### config.mk
export PLATFORM = sky130hd
export DESIGN_NAME = sixel_glyph_row_decoder
export DESIGN_NICKNAME = d
export VERILOG_FILES = /design/src/rtl/sgr_pkg.sv /design/src/rtl/sgr_front.sv /design/src/rtl/sgr_emit.sv /design/src/rtl/sixel_glyph_row_decoder.sv
export SDC_FILE = /design/constraint.sdc
export NUM_CORES = 1
export LEC_CHECK = 0
export ABC_CLOCK_PERIOD_IN_PS = 8500
export BUFFER_PORTS_ARGS = -buffer_cell sky130_fd_sc_hd__buf_2
export CORE_ASPECT_RATIO = 1.1
export CORE_MARGIN = 1
export CORE_UTILIZATION = 40
export DETAILED_ROUTE_END_ITERATION = 7
export SYNTH_ARGS = -nofsm -noshare
export SYNTH_HDL_FRONTEND = slang
export SYNTH_SLANG_ARGS = --single-unit
### constraint.sdc
create_clock -name clk -period 8.5 [get_ports clk]
set_input_delay 0.85 -clock clk [delete_from_list [all_inputs] [get_ports clk]]
set_output_delay 0.85 -clock clk [all_outputs]
set_load 0.02 [all_outputs]
### src/rtl/sgr_pkg.sv
// Shared types and constants for the sixel glyph row decoder.
// Used by every module under rtl; depends on nothing else.
`default_nettype none

package sgr_pkg;

    localparam int BUFFER_COLUMNS = 32;
    localparam int PTR_W          = 5;
    localparam int COL_W          = 6;
    localparam int ROW_W          = 15;
    localparam int MAX_ROWS       = 12;
    localparam int ROW_CNT_W      = 4;
    localparam int GLYPH_W        = 7;
    localparam int BAND_ROWS      = 6;
    localparam int LOWER_BAND     = 16;

    localparam logic [7:0] CH_FIRST_DATA = 8'h3F;
    localparam logic [7:0] CH_LAST_DATA  = 8'h7E;
    localparam logic [7:0] CH_SLASH      = 8'h2F;
    localparam logic [7:0] CH_SEMI       = 8'h3B;
    localparam logic [7:0] CH_BEL        = 8'h07;
    localparam logic [7:0] CH_HIGH       = 8'd128;

    localparam logic [GLYPH_W-1:0] SET_SIZE       = 7'd96;
    localparam logic [GLYPH_W-1:0] LAST_START     = 7'd95;
    localparam logic [ROW_CNT_W-1:0] MAX_HEIGHT   = 4'd12;

    typedef enum logic [1:0] {
        CFG_MATRIX_WIDTH  = 2'd0,
        CFG_MATRIX_HEIGHT = 2'd1,
        CFG_START_CHAR    = 2'd2
    } cfg_index_t;

    typedef logic [ROW_W-1:0] row_t;

    typedef struct packed {
        logic [3:0]         matrix_width;
        logic [3:0]         matrix_height;
        logic [GLYPH_W-1:0] start_char;
    } cfg_t;

    typedef struct packed {
        logic                     valid;
        row_t [MAX_ROWS-1:0]      rows;
        logic [ROW_CNT_W-1:0]     height;
        logic [GLYPH_W-1:0]       glyph;
        logic                     end_of_set;
    } glyph_req_t;

endpackage

`default_nettype wire

### src/rtl/sgr_front.sv
// Input register, glyph column buffer and byte decode of the glyph row decoder.
// Depends on sgr_pkg; hands finished glyphs to sgr_emit as a snapshot request.
`default_nettype none

module sgr_front (
    input  wire logic                clk,
    input  wire logic                rst_n,
    input  wire logic                in_valid,
    input  wire logic [7:0]          data_byte,
    output logic                     in_stall,
    input  wire sgr_pkg::cfg_t       cfg,
    input  wire logic                emit_free,
    output sgr_pkg::glyph_req_t      req
);

    logic                           in_valid_reg;
    logic [7:0]                     in_byte_reg;
    logic [sgr_pkg::COL_W-1:0]      cols_reg  [sgr_pkg::BUFFER_COLUMNS];
    logic [sgr_pkg::COL_W-1:0]      cols_next [sgr_pkg::BUFFER_COLUMNS];
    logic [sgr_pkg::PTR_W-1:0]      ptr_reg, ptr_next;
    logic [sgr_pkg::GLYPH_W-1:0]    done_reg, done_next;
    logic                           fin_reg, fin_next;

    logic [sgr_pkg::GLYPH_W-1:0]    start_eff;
    logic [sgr_pkg::GLYPH_W-1:0]    expected;
    logic                           ignore;
    logic                           is_slash, is_data, ends_set, is_term;
    logic                           term_active, consume;
    logic [sgr_pkg::ROW_CNT_W-1:0]  height_eff;
    sgr_pkg::row_t [sgr_pkg::MAX_ROWS-1:0] rows;
    logic [7:0]                     data_val;

    always_comb
    begin
        start_eff = (cfg.start_char == '0) ? 7'd1 : cfg.start_char;
        expected  = (start_eff > sgr_pkg::LAST_START) ? '0 : sgr_pkg::SET_SIZE - start_eff;
        ignore    = fin_reg || (done_reg >= expected);

        is_slash = (in_byte_reg == sgr_pkg::CH_SLASH);
        is_data  = (in_byte_reg >= sgr_pkg::CH_FIRST_DATA) &&
                   (in_byte_reg <= sgr_pkg::CH_LAST_DATA);
        ends_set = (in_byte_reg == sgr_pkg::CH_BEL) || (in_byte_reg > sgr_pkg::CH_HIGH);
        is_term  = ends_set || (in_byte_reg == sgr_pkg::CH_SEMI);

        term_active = in_valid_reg && !ignore && is_term;
        consume     = in_valid_reg && (!term_active || emit_free);
        in_stall    = in_valid_reg && !consume;

        height_eff = (cfg.matrix_height > sgr_pkg::MAX_HEIGHT) ? sgr_pkg::MAX_HEIGHT
                                                               : cfg.matrix_height;
        for (int y = 0; y < sgr_pkg::MAX_ROWS; y++)
        begin
            for (int x = 0; x < sgr_pkg::ROW_W; x++)
            begin
                rows[y][x] = (4'(x) < cfg.matrix_width) &&
                    cols_reg[((y >= sgr_pkg::BAND_ROWS) ? sgr_pkg::LOWER_BAND : 0) + x]
                            [y % sgr_pkg::BAND_ROWS];
            end
        end

        req.valid      = term_active && emit_free;
        req.rows       = rows;
        req.height     = height_eff;
        req.glyph      = done_reg;
        req.end_of_set = ends_set;
    end

    always_comb
    begin
        cols_next = cols_reg;
        ptr_next  = ptr_reg;
        done_next = done_reg;
        fin_next  = fin_reg;
        data_val  = in_byte_reg - sgr_pkg::CH_FIRST_DATA;
        if (consume && !ignore)
        begin
            if (is_slash)
            begin
                ptr_next = sgr_pkg::PTR_W'(sgr_pkg::LOWER_BAND);
            end
            else if (is_data)
            begin
                if (ptr_reg[3:0] != cfg.matrix_width)
                begin
                    cols_next[ptr_reg] = data_val[sgr_pkg::COL_W-1:0];
                    ptr_next           = ptr_reg + 1'b1;
                end
            end
            else if (is_term)
            begin
                for (int i = 0; i < sgr_pkg::BUFFER_COLUMNS; i++)
                begin
                    cols_next[i] = '0;
                end
                ptr_next  = '0;
                done_next = done_reg + 1'b1;
                fin_next  = fin_reg || ends_set;
            end
        end
    end

    always_ff @(posedge clk or negedge rst_n)
    begin
        if (!rst_n)
        begin
            in_valid_reg <= 1'b0;
            ptr_reg      <= '0;
            done_reg     <= '0;
            fin_reg      <= 1'b0;
            for (int i = 0; i < sgr_pkg::BUFFER_COLUMNS; i++)
            begin
                cols_reg[i] <= '0;
            end
        end
        else
        begin
            if (!in_stall)
            begin
                in_valid_reg <= in_valid;
            end
            ptr_reg  <= ptr_next;
            done_reg <= done_next;
            fin_reg  <= fin_next;
            cols_reg <= cols_next;
        end
    end

    always_ff @(posedge clk)
    begin
        if (!in_stall && in_valid)
        begin
            in_byte_reg <= data_byte;
        end
    end

    a_term_resets_pointer: assert property (@(posedge clk) disable iff (!rst_n)
        req.valid |=> (ptr_reg == '0))
        else $error("column pointer not cleared after a glyph ended");

    a_term_counts_glyph: assert property (@(posedge clk) disable iff (!rst_n)
        req.valid |=> (done_reg == $past(done_reg) + 1'b1))
        else $error("glyph count did not advance on a glyph end");

    a_stall_only_on_term: assert property (@(posedge clk) disable iff (!rst_n)
        in_stall |-> (in_valid_reg && is_term && !emit_free))
        else $error("input stalled without a waiting glyph end");

endmodule

`default_nettype wire

### src/rtl/sgr_emit.sv
// Row emitter and result register of the glyph row decoder.
// Depends on sgr_pkg; takes glyph snapshots from sgr_front and sends each glyph's rows in order, one result per row.
`default_nettype none

module sgr_emit (
    input  wire logic                        clk,
    input  wire logic                        rst_n,
    input  wire sgr_pkg::glyph_req_t         req,
    output logic                             emit_free,
    input  wire logic                        out_stall,
    output logic                             out_valid,
    output logic [sgr_pkg::ROW_W-1:0]        row_bits,
    output logic [sgr_pkg::ROW_CNT_W-1:0]    row_index,
    output logic [sgr_pkg::GLYPH_W-1:0]      glyph_index,
    output logic                             last_row,
    output logic                             end_of_set
);

    logic                                  busy_reg, busy_next;
    sgr_pkg::row_t [sgr_pkg::MAX_ROWS-1:0] rows_reg;
    logic [sgr_pkg::ROW_CNT_W-1:0]         height_reg;
    logic [sgr_pkg::ROW_CNT_W-1:0]         cnt_reg, cnt_next;
    logic [sgr_pkg::GLYPH_W-1:0]           glyph_reg;
    logic                                  eos_reg;

    logic                                  out_valid_reg;
    logic [sgr_pkg::ROW_W-1:0]             row_bits_reg;
    logic [sgr_pkg::ROW_CNT_W-1:0]         row_index_reg;
    logic [sgr_pkg::GLYPH_W-1:0]           glyph_index_reg;
    logic                                  last_row_reg;
    logic                                  end_of_set_reg;

    logic out_free, push, push_last;

    always_comb
    begin
        out_free  = !out_valid_reg || !out_stall;
        push      = busy_reg && out_free;
        push_last = push && ((cnt_reg + 1'b1) == height_reg);
        emit_free = !busy_reg || push_last;

        busy_next = busy_reg;
        cnt_next  = cnt_reg;
        if (req.valid)
        begin
            busy_next = (req.height != '0);
            cnt_next  = '0;
        end
        else if (push)
        begin
            busy_next = !push_last;
            cnt_next  = cnt_reg + 1'b1;
        end
    end

    always_ff @(posedge clk or negedge rst_n)
    begin
        if (!rst_n)
        begin
            busy_reg      <= 1'b0;
            cnt_reg       <= '0;
            out_valid_reg <= 1'b0;
        end
        else
        begin
            busy_reg <= busy_next;
            cnt_reg  <= cnt_next;
            if (push)
            begin
                out_valid_reg <= 1'b1;
            end
            else if (out_free)
            begin
                out_valid_reg <= 1'b0;
            end
        end
    end

    always_ff @(posedge clk)
    begin
        if (req.valid)
        begin
            rows_reg   <= req.rows;
            height_reg <= req.height;
            glyph_reg  <= req.glyph;
            eos_reg    <= req.end_of_set;
        end
        if (push)
        begin
            row_bits_reg    <= rows_reg[cnt_reg];
            row_index_reg   <= cnt_reg;
            glyph_index_reg <= glyph_reg;
            last_row_reg    <= push_last;
            end_of_set_reg  <= eos_reg;
        end
    end

    assign out_valid   = out_valid_reg;
    assign row_bits    = row_bits_reg;
    assign row_index   = row_index_reg;
    assign glyph_index = glyph_index_reg;
    assign last_row    = last_row_reg;
    assign end_of_set  = end_of_set_reg;

    a_count_in_range: assert property (@(posedge clk) disable iff (!rst_n)
        busy_reg |-> (cnt_reg < height_reg))
        else $error("row counter ran past the glyph height");

    a_snapshot_starts: assert property (@(posedge clk) disable iff (!rst_n)
        (req.valid && (req.height != '0)) |=> (busy_reg && (cnt_reg == '0)))
        else $error("glyph snapshot did not start emission");

    a_rows_contiguous: assert property (@(posedge clk) disable iff (!rst_n)
        (out_valid_reg && !out_stall && !last_row_reg) |=> out_valid_reg)
        else $error("gap inside the rows of one glyph");

endmodule

`default_nettype wire

### src/rtl/sixel_glyph_row_decoder.sv
// Top level of the sixel glyph row decoder: configuration registers and the two stages.
// Depends on sgr_pkg, sgr_front and sgr_emit.
`default_nettype none

// Decodes DRCS soft-font sixel data one byte per request. Data bytes, '/'
// and ignored bytes are taken one per cycle without stalling. A glyph end
// (';', BEL or a byte above 128) snapshots the column buffer into the row
// emitter and clears it, so data for the next glyph keeps flowing at one byte
// per cycle while the emitter sends matrix_height row results, one per cycle
// when the output is not stalled. A second glyph end waits in the input
// register until the emitter has issued its final row, so a stream of bare
// terminators runs at the emitter's pace, with heights above 12 counted as
// 12 and a zero height sending no rows. A row result passes the emitter's
// snapshot registers, then its output registers. Configuration is written
// through cfg_valid/cfg_ready, always ready, and must only change while idle.
module sixel_glyph_row_decoder (
    input  wire logic                      clk,
    input  wire logic                      rst_n,
    input  wire logic                      in_valid,
    output logic                           in_stall,
    input  wire logic [7:0]                data_byte,
    output logic                           out_valid,
    input  wire logic                      out_stall,
    output logic [sgr_pkg::ROW_W-1:0]      row_bits,
    output logic [sgr_pkg::ROW_CNT_W-1:0]  row_index,
    output logic [sgr_pkg::GLYPH_W-1:0]    glyph_index,
    output logic                           last_row,
    output logic                           end_of_set,
    input  wire logic                      cfg_valid,
    output logic                           cfg_ready,
    input  wire logic [1:0]                cfg_index,
    input  wire logic [sgr_pkg::GLYPH_W-1:0] cfg_data
);

    sgr_pkg::cfg_t       cfg_reg;
    sgr_pkg::glyph_req_t req;
    logic                emit_free;

    assign cfg_ready = 1'b1;

    always_ff @(posedge clk or negedge rst_n)
    begin
        if (!rst_n)
        begin
            cfg_reg.matrix_width  <= 4'd15;
            cfg_reg.matrix_height <= 4'd12;
            cfg_reg.start_char    <= 7'd1;
        end
        else if (cfg_valid && cfg_ready)
        begin
            case (cfg_index)
                sgr_pkg::CFG_MATRIX_WIDTH:  cfg_reg.matrix_width  <= cfg_data[3:0];
                sgr_pkg::CFG_MATRIX_HEIGHT: cfg_reg.matrix_height <= cfg_data[3:0];
                sgr_pkg::CFG_START_CHAR:    cfg_reg.start_char    <= cfg_data;
                default:                    cfg_reg               <= cfg_reg;
            endcase
        end
    end

    sgr_front u_front (
        .clk       (clk),
        .rst_n     (rst_n),
        .in_valid  (in_valid),
        .data_byte (data_byte),
        .in_stall  (in_stall),
        .cfg       (cfg_reg),
        .emit_free (emit_free),
        .req       (req)
    );

    sgr_emit u_emit (
        .clk         (clk),
        .rst_n       (rst_n),
        .req         (req),
        .emit_free   (emit_free),
        .out_stall   (out_stall),
        .out_valid   (out_valid),
        .row_bits    (row_bits),
        .row_index   (row_index),
        .glyph_index (glyph_index),
        .last_row    (last_row),
        .end_of_set  (end_of_set)
    );

endmodule

`default_nettype wire
==> key figures <==
Global routing
  • Largest net degree at the start of global routing: 158
  • Initial antenna violation count: 0
  • Grt total ovfl: 0
  • Vias in the first global route: 10.73k
  • GRT Total Usage: 0.1838
  • Global-route wire length before repair: 65060 um

Worst setup path
  • CP max stage cell: or3_1
  • CP bufs+invs: 2
  • CP max stage delay: 510 ps
  • Cell mode on critical path: ha_1
  • WS Path Type: flip-flop to primary output
  • Arrival time at the worst endpoint: 3940 ps
  • CP top delay family: simple AND/OR/NAND/NOR gates
  • CP required: 7650 ps
  • CP cell instances: nor4_1, a21oi_1, ha_1, xnor2_1, nand2_1, ha_1, a211o_1, a31oi_1, o2111ai_1, or3_1, inv_1, buf_2
  • CP Launch Type: flip-flop
  • CP Max Fanout: 6
  • Critical Path Sink Type: primary output

Pwr
  • Pwr/cell area: 290.4 nW/um^2
  • Pleak: 0.008418 uW
  • Maximum vdd ir drop: 147.0 uV

Timing
  • Endpoints failing hold: 0
  • RSZ-0062 raised after global routing: false
  • Final period utilization: 0.5639
  • Worst-margin pin slew: 1126 ps
  • Fmax: 208.6 MHz
  • Post-route minimum period: 4793 ps
  • Fin Setup TNS: 0 ps
  • Max_slew headroom: 0.2457
  • Final setup violation count: 0
  • Layout Skew: 27.93 ps
  • Slew Limit Fails: 0

Yosys
  • Post-synth cell types: 53
  • Register area share after synthesis: 0.6633
  • Number of enable flip-flop cells after synthesis: 228
  • Gate Count Post-Synth: 1242
  • Synth warnings: 0
  • Syn Area/Cell: 14.85 um^2
  • Fraction of registers with async set/reset: 0.4853
  • Cell Area, Synth: 18450 um^2
  • #FFs+latches synth: 443
  • Main flop type after synthesis: edfxtp_1
  • Net Count, Synth: 1280

Drt
  • Vias per cell: 5.568
  • Total number of vias: 10.62k
  • DR iter-0 viols: 741
  • Drt drc: 0
  • WL per Instance: 21.96 um
  • 1st-pass router iterations: 7
  • Final antenna-violating net count: 0
  • Routed wire length: 41900 um

Run status
  • Status: completed

Clock network
  • Post-CTS Setup Bufs: 0
  • Post_cts resized: 0
  • H-tree lvl count: 2
  • Worst-Skew Late Latency: 560 ps
  • Worst-path clk slew: 60 ps
  • Hold buffer count at cts: 0
  • CTS tree: yes
  • CTS max path bufs: 3
  • CTS Sinks: 443
  • Root buf cell: clkbuf_16
  • Total CTS buffers: 45

Die
  • Die area: 46980 um^2
  • Die Ht: 227.2 um
  • Chip Width: 206.8 um
  • CORE AREA: 45550 um^2
  • Initial core utilization: 0.4050
  • IO Count: 53
  • Site row count: 82

Layout
  • Final cell count without fillers: 1908
  • Antenna diode count: 0
  • Layout cells sized above 1: 0.1742
  • NumNets Final: 1322
  • Syn-to-layout area delta: 12.36%

Placement
  • Number of I/O port buffers: 51
  • Gpl congestion: 0.7659
  • Number of cells after detailed placement: 1825
  • Dpl hpwl: 24390 um

Worst hold path
  • Worst Hold Class: input port to asynchronous set/reset pin

Job
  • # Max-Cap Violations: 0
[where the power goes]
group / internal [uW] / leakage (uW) / switching, uW
logic: 521 / 0.00263 / 820
registers: 2550 / 0.00508 / 198
clock network: 1110 / 0.000708 / 820
total: 4180 / 0.00842 / 1840
[per-layer routing]
layer | wire length (um) | vias up | GRT usage
met1 | 18480 | 5494 | 0.2483
met4 | 960 | 0 | 0.05274
met3 | 1870 | 63 | 0.02949
met2 | 20590 | 247 | 0.3063
met5 | 0 | - | 0
li1 | - | 4820 | -
[per-stage QoR]
stage	util	instance area [um^2]	worst slack (ps)	hold WS [ps]	power (uW)
global placement	0.4236	19300	4087	406.6	4145
detailed placement	0.4236	19300	4019	407.7	4160
global route	0.4550	20730	3330	430.0	6282
floorplan	-	18450	2843	400.3	3681
CTS	0.4549	20720	3642	415.3	6093
finish	0.4550	20730	3707	387.8	6020
[cells in the mapped netlist (2+ instances only)]
master	number	area, um^2
buf_6	3	33.78
inv_1	28	105.1
buf_2	26	130.1
and2_1	52	325.3
o211ai_1	26	195.2
o22ai_1	15	93.84
o2111ai_1	2	17.52
edfxtp_1	228	6847
xor2_1	9	78.83
nor3_1	13	65.06
o211ai_2	6	75.07
a21boi_0	2	15.01
and4_1	2	17.52
a41oi_1	2	17.52
mux2_2	17	191.4
mux4_2	45	1013
buf_1	4	15.01
buf_4	2	15.01
nand2b_1	14	87.58
o21ai_0	2	10.01
dfrtp_1	208	5205
a22o_1	181	1585
nor4_1	2	12.51
a31oi_1	3	18.77
nor3b_1	2	15.01
nand3_1	10	50.05
nand2_1	27	101.4
or2_2	2	12.51
a211oi_1	2	15.01
mux2i_1	15	150.1
nand4_1	4	25.02
a21oi_1	10	50.05
nor2_1	42	157.7
nor2b_1	99	619.3
and3_1	39	244.0
a21o_1	4	30.03
clkbuf_1	41	153.9
ha_1	16	200.2
xnor2_1	16	140.1
nand3b_1	2	15.01
dfstp_2	7	183.9
[logic make-up after synthesis]
| logic type | synth area share |
|---|---|
| AO/OA/AOI/OAI | 0.1179 |
| XOR/XNOR | 0.01187 |
| adder cells (fa/ha/maj) | 0.01085 |
| buffers and inverters | 0.02455 |
| flip-flops | 0.6633 |
| multiplexers | 0.07467 |
| other | 0.0002033 |
| AND/OR/NAND/NOR | 0.09672 |
[placed cells by master (no fill, tap or decap), types with 5 or more instances in the layout]
cell type,instances
o211ai_1,26
ha_1,16
nor2_1,37
mux2_2,17
clkbuf_1,12
buf_2,50
nand2_1,27
nor3_1,11
mux2i_1,15
o22ai_1,15
edfxtp_1,228
clkbuf_16,45
a21oi_1,9
buf_4,19
a22o_1,181
clkinv_2,10
dfrtp_1,206
xnor2_1,16
nor2b_1,99
and2_1,52
o211ai_2,6
nand3_1,10
xor2_1,9
nand2b_1,14
and3_1,39
mux4_2,45
inv_1,27
dfstp_2,7
clkbuf_8,9
nor2_2,5
[path summary, 6_finish.rpt]
check,from,end,slack (ps),depth (start not counted)
worst max register to register,cfg_reg[3]$_DFFE_PN0P_,u_front.cols_reg[90]$_DFFE_PN0P_,4020,13
min in group clk,u_emit.glyph_reg[5]$_DFFE_PP_,u_emit.glyph_index[5]$_DFFE_PP_,430,0
max in group asynchronous,rst_n,u_emit.cnt_reg[0]$_DFFE_PN0P_,6780,2
worst min register to register,u_emit.glyph_reg[5]$_DFFE_PP_,u_emit.glyph_index[5]$_DFFE_PP_,430,0
worst max-delay path,cfg_reg[3]$_DFFE_PN0P_,in_stall,3710,12
worst min-delay path,rst_n,u_front.cols_reg[151]$_DFFE_PN0P_,390,1
[worst register-to-register path, delay by kind of cell, from the launching register on]
| family | cells | cell delay [ps] |
|---|---|---|
| adders and majority gates | 2 | 560 |
| xor gates and xnor gates | 1 | 140 |
| and+or+nand+nor | 4 | 1660 |
| AOI/OAI and AO/OA | 5 | 1190 |
| DFF | 1 | 410 |
| buffers and inverters | 1 | 440 |
[area by class of cell]
cell class / instances / area, um^2
fill: 4045 / 24830
clock inverter: 18 / 146.4
inverter: 28 / 105.1
multi-input combinational: 695 / 5793
clock buffer: 65 / 1281
sequential: 443 / 12240
tap: 588 / 735.7
timing repair buffer: 71 / 426.7
Power figures use the tool's default switching activity.
